===== config.mk =====
export PLATFORM = sky130hd
export DESIGN_NAME = tspa_ram
export DESIGN_NICKNAME = d
export VERILOG_FILES = /design/src/hw/rtl/tspa_ram.sv
export SDC_FILE = /design/constraint.sdc
export NUM_CORES = 1
export LEC_CHECK = 0
export BUFFER_PORTS_ARGS = -buffer_cell sky130_fd_sc_hd__buf_2
export CAP_MARGIN = 20
export CORE_ASPECT_RATIO = 0.75
export CORE_MARGIN = 4
export CORE_UTILIZATION = 25
export DETAILED_ROUTE_END_ITERATION = 8
export PLACE_DENSITY = 0.5
export REMOVE_ABC_BUFFERS = 1
export SLEW_MARGIN = 20
export SYNTH_ARGS = -nofsm -noshare
export SYNTH_HDL_FRONTEND = slang
export SYNTH_SLANG_ARGS = --single-unit

===== constraint.sdc =====
create_clock -name i_clk -period 1.8 [get_ports i_clk]
set_input_delay 0.09 -clock i_clk [delete_from_list [all_inputs] [get_ports i_clk]]
set_output_delay 0.09 -clock i_clk [all_outputs]
set_load 0.05 [all_outputs]

===== src/hw/rtl/tspa_ram.sv =====
// Generic single-write, single-read RAM with a registered read port.
// No dependencies.
`default_nettype none

module tspa_ram #(
    parameter int WIDTH = 8,
    parameter int DEPTH = 16,
    parameter int AW    = $clog2(DEPTH)
) (
    input  wire logic             i_clk,
    input  wire logic             i_we,
    input  wire logic [AW-1:0]    i_waddr,
    input  wire logic [WIDTH-1:0] i_wdata,
    input  wire logic             i_re,
    input  wire logic [AW-1:0]    i_raddr,
    output logic      [WIDTH-1:0] o_rdata
);

    logic [WIDTH-1:0] r_mem [DEPTH];
    logic [WIDTH-1:0] r_rdata;

    always_ff @(posedge i_clk) begin
        if (i_we) begin
            r_mem[i_waddr] <= i_wdata;
        end
        if (i_re) begin
            r_rdata <= r_mem[i_raddr];
        end
    end

    assign o_rdata = r_rdata;

endmodule

`default_nettype wire


==> results.json, run 1 <==
{
  "clkLatencyLatePin_ns": 0.40,
  "post_placement_cell_area_um2": 5880,
  "synth_area_leader_cell": "sky130_fd_sc_hd__edfxtp_1",
  "dieArea_um2": 23300,
  "post_layout_nonfiller_instances": 590,
  "placeableCoreArea_um2": 20400,
  "timing.clock.skew_ns": 0.00904,
  "cts.hold.buffers_added": 0,
  "first_global_vias": 2630,
  "switching_power_mw": 1.56,
  "timing.setup.tns_ns": 0,
  "worst-slew-pin-transition_ns": 0.498,
  "post_synth_num_cell_types": 18,
  "rows": 45,
  "tritoncts": "yes",
  "postLayoutCellArea_um2": 6480,
  "final_layout_size_suffix_gt1_share_pct": 34.7,
  "finalHoldViolCount": 0,
  "crit_slowest_cell": "sky130_fd_sc_hd__mux4_2",
  "period_needed_ns": 1.46,
  "timing.hold.worst.start": "i_re",
  "antenna_cells_inserted": 0,
  "crit-reg2reg-launch": "r_mem[3][4]",
  "cpPeakStageDelay_ns": 0.52,
  "drt_pass1_iterations": 4,
  "floorplan.initialDensity_pct": 25.6,
  "post_route_antenna_net_violation_count": 0,
  "crit_chain": "mux4_2, a22oi_1, nand2_1",
  "power_leakage_nw": 2.17,
  "i_o_pin_count": 27,
  "share_comb_of_total_power_pct": 5.4,
  "post-route-period-util_pct": 81.3,
  "netSwitchingFraction_pct": 20.9,
  "cts_sinks": 136,
  "dr_total_vias": 2574,
  "grt_pass1_wl_mm": 17.3,
  "die_h_um": 133,
  "clk_pin_slew_ns": 0.06,
  "worst_setup_path_start_kind": "flop",
  "internal_power_mw": 5.91,
  "horizontal_die_dimension_um": 175,
  "worst_setup_startpoint": "r_mem[3][4]",
  "crit_arrival_ns": 1.62,
  "critPathMaxFanout": 1,
  "worstHoldPathType": "input port to flop",
  "gp_congestion": 0.723,
  "ir_worst_vdd_uv": 573,
  "seqPwrFrac_pct": 48.1,
  "flow.area_growth_from_synthesis_pct": 24.0,
  "synth-warning-count": 0,
  "grt-ovfl-total": 0,
  "fin_hold_ws_ns": 0.0692,
  "crit_family": "multiplexers",
  "crit_type": "flop to flop",
  "cts_max_path_buffers": 2,
  "place_inst": 558,
  "placement.io_buffers": 26,
  "share_clk_of_total_power_pct": 46.5,
  "avgRoutedWirePerCell_um": 19.4,
  "timing_max_transition_violations_final": 0,
  "dr.first_iter.drc_count": 242,
  "clock_buffers_created_by_tritoncts": 17,
  "maximum_number_of_pins_on_one_net_before_global_route_repair": 19,
  "netlist_top_cells_area": "sky130_fd_sc_hd__edfxtp_1 (78%), sky130_fd_sc_hd__mux4_2 (7.8%), sky130_fd_sc_hd__mux4_1 (7.0%)",
  "drv_cap": 0,
  "cp.buffers_inverters": 0,
  "root_buffer_master": "sky130_fd_sc_hd__clkbuf_16",
  "fin_total_pwr_mw": 7.47,
  "gr-usage-all-layers_pct": 10.2,
  "postSynthCellCount": 229,
  "routed_via_density": 4.36,
  "maxSlewHeadroom_pct": 66.8,
  "cts_max_level": 4,
  "max_clock_freq_ghz": 0.683,
  "post_synth.cell_area_avg_um2": 22.8,
  "setup_violations": 0,
  "synth.ff_latch_count": 136,
  "antenna_violations_before_repair": 0,
  "synth.top_cell.area_share_pct": 78.1,
  "timing.critical_path.to_type": "flop",
  "rsz0062_at_grt": "false",
  "cp.required_ns": 1.95,
  "remaining_drc_errors": 0,
  "power_density_nw_per_um2": 1150,
  "post-cts-setup-buffer-count": 0,
  "syn_area_um2": 5230,
  "post_cts_resized": 0,
  "result_of_the_run": "completed",
  "synth-seq-area-share_pct": 78.1,
  "drt-total-wl_mm": 11.4,
  "final_nets": 314,
  "hpwl_mm": 7.76
}
metal layers:
metal	track usage, %	wire length, um	vias up
li1	-	-	1116
met3	2.92	707	11
met5	0	0	-
met2	13.9	4840	71
met1	15.5	5760	1376
met4	3.53	125	0
per-stage QoR:
stage | util (%) | setup WS (ns)
2_1_floorplan | - | 0.217
3_3_place_gp | 28.9 | 0.147
3_5_place_dp | 28.9 | 0.123
4_1_cts | 31.8 | 0.309
5_1_grt | 31.8 | 0.227
6_report | 31.8 | 0.337
cell families (layout without fill, tap and decap cells):
kind of cell / Yosys count / in the layout / synth area share (%)
buffers and inverters: 10 / 89 / 1.65
DFF: 136 / 136 / 78.1
and+or+nand+nor: 35 / 35 / 3.14
muxes: 32 / 32 / 14.8
AOI/OAI and AO/OA: 16 / 16 / 2.30
Yosys cell counts:
library cell                      number
sky130_fd_sc_hd__and2b_1               1
sky130_fd_sc_hd__or3b_2                1
sky130_fd_sc_hd__mux4_1               14
sky130_fd_sc_hd__nand2b_1              2
sky130_fd_sc_hd__mux4_2               18
sky130_fd_sc_hd__nand3_1               1
sky130_fd_sc_hd__buf_4                 1
sky130_fd_sc_hd__buf_2                 3
sky130_fd_sc_hd__nor2_1               13
sky130_fd_sc_hd__nand2_1               9
sky130_fd_sc_hd__nor3_1                4
sky130_fd_sc_hd__and2_1                1
sky130_fd_sc_hd__a22oi_1              16
sky130_fd_sc_hd__clkdlybuf4s25_2       3
sky130_fd_sc_hd__edfxtp_1            136
sky130_fd_sc_hd__nand3b_1              2
sky130_fd_sc_hd__buf_6                 3
sky130_fd_sc_hd__nor2b_1               1
cells in the final DEF, fill, tap and decap left out, types with 2 or more instances in the layout:
master and instances:
sky130_fd_sc_hd__nor2_1 13, sky130_fd_sc_hd__buf_2 26, sky130_fd_sc_hd__clkinvlp_4 2, sky130_fd_sc_hd__clkinv_4 3, sky130_fd_sc_hd__nor3_1 4, sky130_fd_sc_hd__bufinv_16 3
sky130_fd_sc_hd__buf_4 29, sky130_fd_sc_hd__mux4_1 14, sky130_fd_sc_hd__buf_12 2, sky130_fd_sc_hd__inv_6 3, sky130_fd_sc_hd__mux4_2 18, sky130_fd_sc_hd__edfxtp_1 136
sky130_fd_sc_hd__clkbuf_16 17, sky130_fd_sc_hd__clkinv_2 3, sky130_fd_sc_hd__nand3b_1 2, sky130_fd_sc_hd__nand2b_1 2, sky130_fd_sc_hd__a22oi_1 16, sky130_fd_sc_hd__nand2_1 9
cell type report:
class                      instances  area, um^2
multi-input combinational         83        1060
sequential                       136        4080
fill                            1973       13900
tap                              282         353
timing repair buffer              57         388
clock inverter                    15         176
clock buffer                      17         425
flip-flops by register name, summed over array words and instances, names as in the netlist:
name     cells
o_rdata      8
r_mem      128
power groups by stage:
stage               sequential, mW  combinational (mW)  clock [mW]
finish                        3.59               0.404        3.47
global route                  3.60               0.438        3.68
CTS                           3.59               0.410        3.53
detailed placement            3.66               0.410           0
global placement              3.66               0.402           0
floorplan                     3.70               0.142           0
final timing paths:
| check | slack (ns) | depth (start not counted) | endpoint |
|---|---|---|---|
| hold reg to reg | 0.75 | 3 | o_rdata[0] |
| setup reg to reg | 0.34 | 3 | o_rdata[4] |
| hold / removal | 0.07 | 1 | o_rdata[7] |
| setup / recovery | 0.34 | 3 | o_rdata[4] |
(Power assumes the default switching activity.)
==> run 2: changes to the inputs <==
- ABC_AREA: unset -> 1
- PLACE_DENSITY: 0.5 -> 0.52
- clock period: 1.8 -> 1.3 ns (I/O delays scaled with it)
==> run 2 against run 1 <==
- final cell count up 55%
- setup slack got worse by 0.23 ns
- sequential share of layout area fell by 5.5 points
- largest cell class unchanged
- via count rose by 48%
- power is 43% higher
- clock skew fell by 0.00088 ns
- synthesized area is 12% higher
- critical path depth fell by 2
- global-route usage increased by 1.8 points
- routed wire length grew 30%
==> results.json, run 2 <==
{
  "result_of_the_run": "completed",
  "maximum_number_of_pins_on_one_net_before_global_route_repair": 45,
  "drt_pass1_iterations": 6,
  "final_nets": 622,
  "worst-slew-pin-transition_ns": 0.401,
  "floorplan.initialDensity_pct": 25.4,
  "crit_slowest_cell": "sky130_fd_sc_hd__edfxtp_1",
  "cts.hold.buffers_added": 0,
  "crit_arrival_ns": 1.12,
  "antenna_violations_before_repair": 1,
  "final_layout_size_suffix_gt1_share_pct": 14.3,
  "timing.critical_path.to_type": "primary output",
  "finalHoldViolCount": 0,
  "grt_met3_use_pct": 3.53,
  "remaining_drc_errors": 0,
  "antenna_cells_inserted": 0,
  "cts_sinks": 136,
  "drv_cap": 0,
  "post-cts-setup-buffer-count": 0,
  "synth-warning-count": 0,
  "post_layout_nonfiller_instances": 916,
  "regMostFlops": "r_mem",
  "max_clock_freq_ghz": 0.840,
  "avgRoutedWirePerCell_um": 16.2,
  "synth.cells.most_frequent": "sky130_fd_sc_hd__nand2_1 (173), sky130_fd_sc_hd__edfxtp_1 (136), sky130_fd_sc_hd__inv_1 (100), sky130_fd_sc_hd__nand3_1 (97), sky130_fd_sc_hd__nor2_1 (17)",
  "die_h_um": 140,
  "timing.clock.skew_ns": 0.00816,
  "dr_total_vias": 3811,
  "placement.io_buffers": 26,
  "hpwl_mm": 9.47,
  "synth.top_cell.area_share_pct": 69.8,
  "mostFrequentLayoutCell": "sky130_fd_sc_hd__nand2_1",
  "maxSlewHeadroom_pct": 73.3,
  "post_synth.cell_area_avg_um2": 10.6,
  "clk_pin_slew_ns": 0.06,
  "num-fill-cells": 2365,
  "place_inst": 884,
  "synth-seq-area-share_pct": 69.8,
  "dr.first_iter.drc_count": 330,
  "power_density_nw_per_um2": 1510,
  "rows": 48,
  "global_route.peak_usage_layer": "met1",
  "post_synth_num_cell_types": 11,
  "gp_congestion": 0.774,
  "final.setup.worst_slack_ns": 0.110,
  "tritoncts": "yes",
  "synth_edf_count": 136,
  "horizontal_die_dimension_um": 185,
  "netlist_top_cells_area": "sky130_fd_sc_hd__edfxtp_1 (70%), sky130_fd_sc_hd__nand2_1 (11%), sky130_fd_sc_hd__nand3_1 (8.3%)",
  "critPathMaxFanout": 1,
  "root_buffer_master": "sky130_fd_sc_hd__clkbuf_16",
  "setup_violations": 0,
  "postSynthCellCount": 551,
  "dominant_combinational_cell_family_by_area_after_synthesis": "simple AND/OR/NAND/NOR gates",
  "grt_pass1_wl_mm": 23.1,
  "cp.buffers_inverters": 1,
  "cp.required_ns": 1.24,
  "timing_max_transition_violations_final": 0,
  "cts_max_level": 4,
  "grt-ovfl-total": 0,
  "setup.reg_to_reg.worst_slack_ns": 0.13,
  "drt-total-wl_mm": 14.9,
  "synth_adder_area_share_pct": 0,
  "clock_buffers_created_by_tritoncts": 17,
  "syn_area_um2": 5850,
  "synth_most_common_cell": "sky130_fd_sc_hd__nand2_1",
  "mostFrequentLayoutCells": "sky130_fd_sc_hd__nand2_1 (173), sky130_fd_sc_hd__edfxtp_1 (136), sky130_fd_sc_hd__inv_1 (100)",
  "rsz0062_at_grt": "false",
  "yosys.area_share.xor_xnor_pct": 0,
  "postSynth.asyncResetShare_pct": 0,
  "flow.area_growth_from_synthesis_pct": 21.5,
  "synthSimpleGateAreaFrac_pct": 20.8,
  "period_needed_ns": 1.19,
  "synth.ff_latch_count": 136,
  "crit_type": "flop to primary output",
  "dieArea_um2": 25900,
  "final_core_utilization_pct": 30.9,
  "fin_hold_ws_ns": 0.0548,
  "post_placement_cell_area_um2": 6490,
  "cpPeakStageDelay_ns": 0.42,
  "clkLatencyLatePin_ns": 0.41,
  "worstHoldPathType": "input port to flop",
  "first_global_vias": 3719,
  "ir_worst_vdd_uv": 931,
  "postLayoutCellArea_um2": 7100,
  "place_ws_ns": -0.0809,
  "routed_via_density": 4.16,
  "synth_compound_area_share_pct": 0,
  "post_route_antenna_net_violation_count": 0,
  "met1_usage_pct": 18.0,
  "multiplexer_share_of_the_synthesized_area_pct": 0,
  "max_reg_flops": 128,
  "crit_chain": "buf_2",
  "cts_max_path_buffers": 2,
  "worst_setup_path_start_kind": "flop",
  "gr-usage-all-layers_pct": 12.0,
  "i_o_pin_count": 27,
  "power_leakage_nw": 3.00,
  "synth_ff_type": "sky130_fd_sc_hd__edfxtp_1",
  "groute.layer.met2.usage_pct": 17.0,
  "post-route-period-util_pct": 91.5,
  "post_cts_resized": 0,
  "synth_area_leader_cell": "sky130_fd_sc_hd__edfxtp_1",
  "placeableCoreArea_um2": 23000,
  "crit_family": "flip-flops"
}
run 2: changes by cell type after synthesis, moves of 4 or more:
cell                      delta
sky130_fd_sc_hd__nand2_1   +164
sky130_fd_sc_hd__nand3_1    +96
sky130_fd_sc_hd__a22oi_1    -16
sky130_fd_sc_hd__nor2_1      +4
sky130_fd_sc_hd__inv_1     +100
sky130_fd_sc_hd__mux4_1     -14
sky130_fd_sc_hd__nor3_1      -4
sky130_fd_sc_hd__mux4_2     -18
sky130_fd_sc_hd__buf_2      +10
run 2: path summary, 6_finish.rpt:
path,from,endpoint,depth (start not counted)
setup / recovery,o_rdata[6],o_rdata[6],1
hold / removal,i_re,o_rdata[3],1
setup reg to reg,r_mem[9][4],o_rdata[4],6
hold reg to reg,r_mem[12][2],o_rdata[2],6
run 2: kinds of logic after synthesis:
family | Yosys count
buffers and inverters | 126
flip-flops | 136
AND/OR/NAND/NOR | 289
run 2: cell type report:
class                   instances  area, um^2  area share, %
clock inverters                14         181           2.55
well taps                     300         375           5.28
clock buffers                  18         429           6.04
flip-flops and latches        136        4080           57.5
multi-input cells             289        1210           17.1
repair buffers                 57         438           6.16
inverters                     102         383           5.39
run 2: where the power goes:
part           internal, mW  switching, mW
clock network          3.19           1.82
registers              4.94         0.0329
logic                 0.211          0.518
run 2: stage by stage:
stage / setup TNS (ns) / total power, mW
2_1_floorplan: 0 / 5.39
3_3_place_gp: -0.0779 / 5.80
3_5_place_dp: -0.125 / 5.81
4_1_cts: 0 / 10.8
5_1_grt: 0 / 11.1
6_report: 0 / 10.7
run 2: layer usage:
metal / share of wire (%) / vias to the layer above
li1: - / 1886
met1: 51 / 1812
met2: 43 / 102
met3: 5.6 / 9
met4: 0.75 / 2
met5: 0.087 / -
