[src/hw/rtl/tspa_pkg.sv]
// Shared widths, codes and small types for the timestamp pair aligner.
// No dependencies; every other file of the block but tspa_ram imports this package.
`default_nettype none

package tspa_pkg;

    localparam int STAMP_W    = 62;
    localparam int HANDLE_W   = 16;
    localparam int REG_W      = 32;
    localparam int STATUS_W   = 2;
    localparam int CFG_IDX_W  = 1;
    localparam int QUEUE_DEPTH_DEF = 16;

    // Result status codes.
    localparam logic [STATUS_W-1:0] ST_MATCH   = 2'd0;
    localparam logic [STATUS_W-1:0] ST_EV_FULL = 2'd1;
    localparam logic [STATUS_W-1:0] ST_FR_FULL = 2'd2;

    // Input item kinds.
    localparam logic KIND_EVENT = 1'b0;
    localparam logic KIND_FRAME = 1'b1;

    // Configuration register indexes.
    localparam logic [CFG_IDX_W-1:0] CFG_MATCH_WINDOW = 1'b0;
    localparam logic [CFG_IDX_W-1:0] CFG_CONSIST_LIM  = 1'b1;

    localparam logic [REG_W-1:0] MATCH_WINDOW_RST = 32'd25000000;
    localparam logic [REG_W-1:0] CONSIST_LIM_RST  = 32'd1000000;

    // Command from the sequencer to one queue pointer block.
    typedef struct packed {
        logic push;
        logic pop;
    } t_qcmd;

    // Occupancy flags from one queue pointer block.
    typedef struct packed {
        logic empty;
        logic full;
        logic last;
    } t_qflags;

endpackage

`default_nettype wire

[src/hw/rtl/tspa_qctl.sv]
// Head pointer and fill count of one circular queue, with the tail slot.
// Depends on tspa_pkg for the command and flag structs.
`default_nettype none

module tspa_qctl import tspa_pkg::*; #(
    parameter int DEPTH = QUEUE_DEPTH_DEF,
    parameter int AW    = $clog2(DEPTH)
) (
    input  wire logic    i_clk,
    input  wire logic    i_rst_n,
    input  wire t_qcmd   i_cmd,
    output logic [AW-1:0] o_head,
    output logic [AW-1:0] o_tail,
    output t_qflags      o_flags
);

    localparam int CW = $clog2(DEPTH + 1);
    localparam logic [AW:0]   DEPTH_X   = (AW + 1)'(DEPTH);
    localparam logic [AW-1:0] LAST_SLOT = AW'(DEPTH - 1);
    localparam logic [CW-1:0] FULL_CNT  = CW'(DEPTH);
    localparam logic [CW-1:0] ONE_CNT   = CW'(1);

    logic [AW-1:0] r_head, n_head;
    logic [CW-1:0] r_count, n_count;
    logic [AW:0]   tail_sum;

    // Head plus count stays below twice the depth, so one subtract wraps it.
    always_comb begin
        tail_sum = (AW + 1)'(r_head) + (AW + 1)'(r_count);
        if (tail_sum >= DEPTH_X) begin
            tail_sum = tail_sum - DEPTH_X;
        end
    end

    always_comb begin
        n_head  = r_head;
        n_count = r_count;
        if (i_cmd.pop) begin
            n_head = (r_head == LAST_SLOT) ? '0 : r_head + 1'b1;
        end
        if (i_cmd.push && !i_cmd.pop) begin
            n_count = r_count + 1'b1;
        end else if (i_cmd.pop && !i_cmd.push) begin
            n_count = r_count - 1'b1;
        end
    end

    always_ff @(posedge i_clk) begin
        if (!i_rst_n) begin
            r_head  <= '0;
            r_count <= '0;
        end else begin
            r_head  <= n_head;
            r_count <= n_count;
        end
    end

    assign o_head        = r_head;
    assign o_tail        = tail_sum[AW-1:0];
    assign o_flags.empty = (r_count == '0);
    assign o_flags.full  = (r_count == FULL_CNT);
    assign o_flags.last  = (r_count == ONE_CNT);

endmodule

`default_nettype wire

[config.mk]
export PLATFORM = sky130hd
export DESIGN_NAME = tspa_qctl
export DESIGN_NICKNAME = d
export VERILOG_FILES = /design/src/hw/rtl/tspa_pkg.sv /design/src/hw/rtl/tspa_qctl.sv
export SDC_FILE = /design/constraint.sdc
export NUM_CORES = 1
export LEC_CHECK = 0
export BUFFER_PORTS_ARGS = -buffer_cell sky130_fd_sc_hd__buf_2
export CORE_AREA = 3 3 46 48
export DETAILED_ROUTE_END_ITERATION = 10
export DIE_AREA = 0 0 49 51
export PLACE_DENSITY = 0.66
export SLEW_MARGIN = 10
export SYNTH_ARGS = -nofsm -noshare
export SYNTH_HDL_FRONTEND = slang
export SYNTH_SLANG_ARGS = --single-unit
[constraint.sdc]
create_clock -name i_clk -period 2.5 [get_ports i_clk]
set_input_delay 0.375 -clock i_clk [delete_from_list [all_inputs] [get_ports i_clk]]
set_output_delay 0.375 -clock i_clk [all_outputs]
set_load 0.005 [all_outputs]
==> results.toml, run 1 <==
[run_status]
status = "finished clean"

[pwr]
irDropWorstVdd_v = 0.000231
swShare_pct = 32.5
pwr-share-seq_pct = 42.7
p_switching_uw = 147
p_int_uw = 306
power_frac_comb_pct = 32.4
clockPowerShare_pct = 24.9
power.density_nw_per_um2 = 614
total_leakage_power_nw = 0.364
total_power_uw = 453

[clock_tree]
ctsResizeCount = 0
path_clk_slew_ns = 0.06
clk_latency_ns = 0.26
cts_tree = "built"
clkSinkCount = 9
cts_hold_buf = 0
numCtsBuffers = 3
cts_setup_buffers = 0
clockBufferDepth = 2
root_buffer = "clkbuf_4"
h-tree-depth = 1

[placed_design]
io_buffer_count = 14
finalWeightedCongestion = 0.756
dp_slack_ns = 0.734
hpwl_um = 900

[setup_path]
rrSetupSlack_ns = 0.94
worstPathArrival_ns = 1.60
cpMaxStageDelayCell = "dfxtp_1"
path_class = "reg2out"
startpoint_type = "flop"
worstPathRequired_ns = 2.12
r2r_cells = 5
cp-end-kind = "primary output"
slowest_delay_ns = 0.47
crit_chain = "ha_1 > a21o_1 > a21oi_1 > xnor2_1 > buf_2"
cp-startpoint = "r_count[1]"
r2r-end = "r_count[4]"
crit_path_end = "o_tail[3]"
worstPathMaxFanout = 7
r2r_start = "r_count[1]"

[floorplan]
pin_count = 15
initial_core_util_pct = 35.6
chipHeight_um = 51
dieArea_um2 = 2500
placementRows = 15
fp.dieW_um = 49
design.core.area_um2 = 1750

[drt]
num_vias = 522
detail_route.wl_per_cell_um = 10.5
drt_iter0_markers = 11
firstDrtPassIters = 4
ant_nets = 0
drt-total-wl_mm = 1.14
vias_per_cell = 4.83
post-route-drc-count = 0

[layout]
fill_cells = 180
fin_nets = 97
antennaDiodeCount = 0
area_delta_synth_final_pct = 18.7
drive_above_1_share_pct = 24.1

[timing]
slew_viol_final = 0
fin_ws_ns = 0.528
finalSetupViolCount = 0
rsz0062_at_grt = "false"
slew_headroom_pct = 80.9
fin_crit_ns = 1.97
tns_ns = 0
timing.fmax_mhz = 507
final.period_utilization_pct = 78.9
clock-skew-final_ns = 0.000640
hold_viol_final = 0
worst_pin_slew_ns = 0.286

[global_routing]
grt_max_degree = 11
grt_pass1_wl_mm = 1.99
grt_overflow_total = 0
antenna_found_initial = 0
grt_pass1_vias = 478
track_usage_pct = 10.1

[yosys]
ys_warn_count = 0
ys_types = 22
avgSynthCellArea_um2 = 9.42
synth_top_area_cell = "dfxtp_1"
synth_cells = 66
ys_ff_latch = 9
synth_seq_area_share_pct = 29.0
synth.area.top_cells = "dfxtp_1, ha_1, mux2i_1"
yosys.area.top_type_share_pct = 29.0
syn_nets = 79
syn_area_um2 = 622

[flow_run]
timing.max_cap.violations = 0

[min_path]
hp-class = "in2reg"
power by group through the flow:
| stage | sequential, mW | clock (mW) | combinational (mW) |
|---|---|---|---|
| finish | 0.194 | 0.113 | 0.147 |
| global route | 0.199 | 0.122 | 0.171 |
| CTS | 0.194 | 0.118 | 0.150 |
| detailed placement | 0.197 | 0 | 0.148 |
| global placement | 0.196 | 0 | 0.148 |
| floorplan | 0.185 | 0 | 0.116 |
per-stage QoR:
step | std cells | area, um2 | hold slack (ns) | utilization (%)
finish | 108 | 738 | 0.409 | 42.3
global route | 108 | 738 | 0.430 | 42.3
CTS | 108 | 738 | 0.403 | 42.3
detailed placement | 104 | 712 | 0.511 | 40.8
global placement | 104 | 712 | 0.484 | 40.8
floorplan | 66 | 622 | 0.464 | -
state kept, by name, indices dropped and copies added (netlist names):
signal / flops
r_count: 5
o_head: 4
area by class of cell:
type	count	area, um2	area share (%)
clock buffer	4	26.3	3.56
inverter	4	15.0	2.03
multi-input combinational	52	415	56.3
sequential	9	180	24.4
tap	25	31.3	4.24
timing repair buffer	14	70.1	9.49
per-layer routing:
| layer | vias to the layer above | routed length [um] | GRT usage [%] |
|---|---|---|---|
| li1 | 271 | - | - |
| met1 | 239 | 549 | 12.6 |
| met2 | 12 | 550 | 16.5 |
| met3 | 0 | 35 | 1.75 |
| met4 | 0 | 0 | 5.69 |
| met5 | - | 0 | 0 |
synth_stat cells:
library cell and instances:
mux2i_1 5, nor4b_1 2, a21oi_1 6, nand4_1 2
dfxtp_1 9, or3_1 2, a21oi_2 1, or4_1 1
xor2_1 4, a311o_1 1, buf_6 1, and4bb_2 1
xnor2_1 2, inv_1 4, ha_1 8, nand2b_1 2
o21ai_0 2, a21o_1 1, fa_1 1, or4b_4 1
nor2_1 4, nand2_1 6
worst min path at each step:
stage / start / to / slack, ns / depth (start not counted)
finish: i_rst_n / r_count[3] / 0.41 / 3
global route: i_rst_n / r_count[4] / 0.43 / 3
CTS: i_rst_n / r_count[3] / 0.40 / 3
detailed placement: r_count[4] / r_count[4] / 0.51 / 2
global placement: r_count[4] / r_count[4] / 0.48 / 2
floorplan: r_count[4] / r_count[4] / 0.46 / 2
cell usage in the layout, fill, tap and decap left out:
master / n
a21o_1: 1
a21oi_1: 6
a21oi_2: 1
a311o_1: 1
and4bb_2: 1
buf_2: 14
clkbuf_1: 1
clkbuf_4: 3
dfxtp_1: 9
fa_1: 1
ha_1: 8
inv_1: 4
mux2i_1: 5
nand2_1: 6
nand2b_1: 2
nand4_1: 2
nor2_1: 4
nor4b_1: 2
o21ai_0: 2
or3_1: 2
or4_1: 1
or4b_4: 1
xnor2_1: 2
xor2_1: 4
worst max-delay path: cells and delay by family (launching register included):
| kind | cells | cell delay (ns) |
|---|---|---|
| AOI/OAI and AO/OA | 2 | 0.32 |
| buffers and inverters | 1 | 0.12 |
| adders and majority gates | 1 | 0.29 |
| xor gates and xnor gates | 1 | 0.13 |
| DFF | 1 | 0.47 |
cell families (layout without fill, tap and decap cells):
group	after synthesis	in the layout	share of synthesized area [%]
AOI/OAI and AO/OA	11	11	10.7
xor gates and xnor gates	6	6	8.45
adders and majority gates	9	9	19.3
and+or+nand+nor	21	21	20.3
DFF	9	9	29.0
muxes	5	5	8.05
buffers and inverters	5	22	4.22
Power figures use the tool's default switching activity.
==> run 2: changes to the inputs <==
PLACE_DENSITY = 0.69   (was 0.66)
clock period = 1.7 ns   (was 2.5 ns; I/O delays follow)
==> run 2 against run 1 <==
  * Clock power grew 46%
  * Clock-buffer cell count is the same
  * Critical path type unchanged
  * Combinational power grew 94%
  * Critical endpoint is now o_tail[2]
  * Sequential share of layout area shrank 1.3 points
  * Worst setup slack lost 0.49 ns
  * Largest cell class unchanged
==> results.toml, run 2 (same netlist as run 1, synthesis figures left out) <==
[timing]
whs_ns = 0.282
slew_viol_final = 0
tns_ns = 0
rsz0062_at_grt = "true"
worst_pin_slew_ns = 0.291
clock-skew-final_ns = 0.00444
fin_crit_ns = 1.67
fin_ws_ns = 0.0348
hold_viol_final = 0
slew_headroom_pct = 80.6
timing.fmax_mhz = 601
final.period_utilization_pct = 98.0
finalSetupViolCount = 0

[drt]
wl_met3_um = 80
post-route-drc-count = 0
vias_per_cell = 4.95
drt-total-wl_mm = 1.48
top_layer = "met4"
met2_wirelength_um = 800
num_vias = 569
drt_iter0_markers = 11
ant_nets = 0
firstDrtPassIters = 4
detail_route.wl_per_cell_um = 12.9
met1Wirelength_um = 581

[layout]
largest-register = "r_count"
final_common_cell = "buf_2"
fin_nets = 104
drive_above_1_share_pct = 43.3
regArea_um2 = 198
antennaDiodeCount = 0
multi_input_area_um2 = 463
final_cell_mix = "buf_2, buf_4, nand2_1"
largest_reg_flops = 5
fill_cells = 167
area_delta_synth_final_pct = 37.6

[clock_tree]
clkSinkCount = 9
clockBufferDepth = 2
cts_hold_buf = 0
path_clk_slew_ns = 0.06
clk_latency_ns = 0.26
root_buffer = "clkbuf_4"
numCtsBuffers = 3
h-tree-depth = 1
cts_tree = "built"

[global_routing]
grt_pass1_vias = 526
grt_max_degree = 11
grt_pass1_wl_mm = 2.32
grt_overflow_total = 0
antenna_found_initial = 0
track_usage_pct = 12.2

[setup_path]
r2r_start = "r_count[0]"
cp-end-kind = "primary output"
worstPathMaxFanout = 3
worstPathArrival_ns = 1.41
r2r-end = "r_count[4]"
rrSetupSlack_ns = 0.08
cp-startpoint = "r_count[0]"
cpMaxStageDelayCell = "dfxtp_4"
path_class = "reg2out"
worstPathRequired_ns = 1.44
r2r_cells = 6
startpoint_type = "flop"
crit_chain = "ha_4 > fa_2 > xor2_1 > buf_2"
slowest_delay_ns = 0.36

[min_path]
hold_depth = 3
hp-class = "in2reg"
hp-start = "i_rst_n"
hold_end = "r_count[3]"

[placed_design]
dp_slack_ns = 0.128
hpwl_mm = 1.02
io_buffer_count = 14
finalWeightedCongestion = 0.770

[floorplan]
pin_count = 15
chipHeight_um = 51
initial_core_util_pct = 35.6
design.core.area_um2 = 1750
placementRows = 15
fp.dieW_um = 49
dieArea_um2 = 2500

[pwr]
total_power_uw = 739
irDropWorstVdd_v = 0.000328
power.density_nw_per_um2 = 864
total_leakage_power_nw = 0.402

[run_status]
status = "finished clean"

[flow_run]
timing.max_cap.violations = 0
-- run 2: through the flow --
step	instance area (um2)	utilization (%)	std cells
floorplan	622	-	66
global placement	734	42.1	107
detailed placement	734	42.1	107
CTS	786	45.0	113
global route	856	49.0	115
finish	856	49.0	115
-- run 2: timing repair --
action                                  in CTS  in global routing
resized for setup                            6                 12
pin swaps                                    1                  5
endpoints found under the setup margin       3                  5
setup buffers                                2                  2
-- run 2: area by class of cell --
class	count	share of cell area (%)
Clock buffer	4	3.07
Tap cell	25	3.65
Multi-Input combinational cell	52	54.1
Inverter	4	1.75
Sequential cell	9	23.1
Timing Repair Buffer	21	14.3
-- run 2: power breakdown --
part           internal (mW)  switching (mW)  total, mW
sequential             0.241          0.0493      0.290
combinational          0.162           0.123      0.285
clock                 0.0904          0.0744      0.165
total                  0.493           0.247      0.739
-- run 2: worst max-delay path by stage --
stage                      end  slack [ns]  cells past startpoint
floorplan           r_count[4]        0.26                      5
global placement    r_count[4]        0.16                      6
detailed placement  r_count[4]        0.13                      6
CTS                  o_tail[2]       -0.03                      4
global route         o_tail[2]       -0.04                      4
finish               o_tail[2]        0.03                      4
-- run 2: critical path: cells and delay by family (launching register included) --
kind | cells | cell delay [ns]
xor gates and xnor gates | 1 | 0.16
adders and majority gates | 2 | 0.49
buffers and inverters | 1 | 0.13
DFF | 1 | 0.36
-- run 2: layer usage --
| metal | GRT usage, % | vias up |
|---|---|---|
| met4 | 8.53 | 0 |
| li1 | - | 284 |
| met2 | 22.4 | 19 |
| met1 | 13.3 | 264 |
| met3 | 1.17 | 2 |
| met5 | 0 | - |
==> run 3: changes to the inputs <==
CORE_AREA = 3 3 50 52   (was 3 3 46 48)
DIE_AREA = 0 0 53 55   (was 0 0 49 51)
PLACE_DENSITY = 0.61   (was 0.69)
==> run 3 against run 2 <==
  * Register-to-register slack worse by 0.02 ns
  * Sequential power shrank 2%
  * Hold slack improved by 0.010 ns
  * Clock skew increased by 0.0011 ns
  * Combinational power about the same
  * Critical endpoint is now o_tail[1]
  * Largest cell class unchanged
  * Largest power group unchanged
  * Highest routed layer unchanged
==> results.toml, run 3 (same netlist as run 1, synthesis figures left out) <==
[flow_run]
timing.max_cap.violations = 0

[setup_path]
cp-end-kind = "primary output"
worstPathMaxFanout = 2
crit_chain = "ha_4 > fa_2 > buf_2"
startpoint_type = "flop"
r2r_start = "r_count[0]"
worstPathRequired_ns = 1.44
worstPathArrival_ns = 1.39
cpMaxStageDelayCell = "fa_2"
r2r_cells = 6
path_class = "reg2out"
rrSetupSlack_ns = 0.06
slowest_delay_ns = 0.51
r2r-end = "r_count[4]"

[timing]
hold_viol_final = 0
finalSetupViolCount = 0
slew_viol_final = 0
tns_ns = 0
rsz0062_at_grt = "true"
slew_headroom_pct = 81.0
final.period_utilization_pct = 96.7
worst_pin_slew_ns = 0.284
fin_ws_ns = 0.0560
whs_ns = 0.292
timing.fmax_mhz = 608
clock-skew-final_ns = 0.00555
fin_crit_ns = 1.64

[pwr]
power.density_nw_per_um2 = 858
irDropWorstVdd_v = 0.000275
total_leakage_power_nw = 0.399

[global_routing]
antenna_found_initial = 0
grt_overflow_total = 0
grt_pass1_wl_mm = 2.08
track_usage_pct = 9.93
grt_pass1_vias = 500
grt_max_degree = 11

[layout]
fill_cells = 222
drive_above_1_share_pct = 43.8
final_util_pct = 39.7
regArea_um2 = 198
final_cell_mix = "buf_2, nand2_1, buf_4"
largest_reg_flops = 5
fin_area_um2 = 853
largest-register = "r_count"
multi_input_area_um2 = 463
area_delta_synth_final_pct = 37.2
fin_nets = 103
final_common_cell = "buf_2"
antennaDiodeCount = 0

[clock_tree]
root_buffer = "clkbuf_4"
cts_tree = "built"
clkSinkCount = 9
path_clk_slew_ns = 0.07
h-tree-depth = 1
numCtsBuffers = 3
clk_latency_ns = 0.26
clockBufferDepth = 2

[floorplan]
placementRows = 17
chipHeight_um = 55
dieArea_um2 = 2920
fp.dieW_um = 53
design.core.area_um2 = 2150
pin_count = 15
initial_core_util_pct = 28.9

[placed_design]
hpwl_um = 962
io_buffer_count = 14
finalWeightedCongestion = 0.838
placed_area_um2 = 731
dp_slack_ns = 0.0736

[min_path]
hp-start = "i_rst_n"
hold_end = "r_count[4]"
hp-class = "in2reg"
hold_depth = 3

[drt]
detail_route.wl_per_cell_um = 11.4
post-route-drc-count = 0
num_vias = 549
drt-total-wl_mm = 1.33
drt_iter0_markers = 4
firstDrtPassIters = 2
ant_nets = 0
vias_per_cell = 4.69

[run_status]
status = "finished clean"
## run 3: changes by cell type in the layout (fill, tap and decap cells not counted), sizes merged
cell	previous run	this run
buf	21	20
clkinv	0	1
clkbuf	4	3
## run 3: metal layers
layer	GRT usage (%)	vias to the layer above	routed length, um
li1	-	280	-
met1	12.2	259	596
met2	16.1	8	679
met3	0.804	2	34
met4	7.66	0	19
met5	0	-	0
## run 3: repair_timing
action,4_1_cts,5_1_grt
gates cloned,0,0
resized for setup,10,8
hold buffers,0,0
pin swaps,0,2
setup endpoints to repair,3,4
setup buffers,3,1
endpoints found under the hold margin,0,0
## run 3: power by group
part / switching, mW / internal [mW]
Clock: 0.0777 / 0.0867
Sequential: 0.0446 / 0.240
Combinational: 0.120 / 0.163
## run 3: per-stage QoR
| stage | total power, mW | std cells |
|---|---|---|
| global placement | 0.511 | 109 |
| global route | 0.794 | 117 |
| floorplan | 0.443 | 66 |
| detailed placement | 0.518 | 109 |
| CTS | 0.706 | 116 |
| finish | 0.733 | 117 |
## run 3: critical path: cells and delay by family, from the launching register on
| family | cells | cell delay (ns) |
|---|---|---|
| fa+ha+maj | 2 | 0.67 |
| buf+inv | 1 | 0.10 |
| flops | 1 | 0.36 |
## run 3: worst max path at each step
stage	slack [ns]	cells after the start	from	end
after floorplan	0.26	5	r_count[1]	r_count[4]
after global placement	0.13	6	i_cmd[0]	r_count[4]
after detailed placement	0.07	6	i_cmd[0]	r_count[4]
after CTS	-0.02	4	o_head[0]	o_tail[2]
after global routing	-0.01	5	o_head[1]	o_tail[3]
final	0.06	3	o_head[0]	o_tail[1]
## run 3: layout make-up
| cell class | instances | share of cell area (%) |
|---|---|---|
| Clock inverter | 1 | 0.587 |
| Tap cell | 28 | 4.11 |
| Clock buffer | 3 | 2.64 |
| Multi-Input combinational cell | 52 | 54.3 |
| Inverter | 4 | 1.76 |
| Timing Repair Buffer | 20 | 13.5 |
| Sequential cell | 9 | 23.2 |
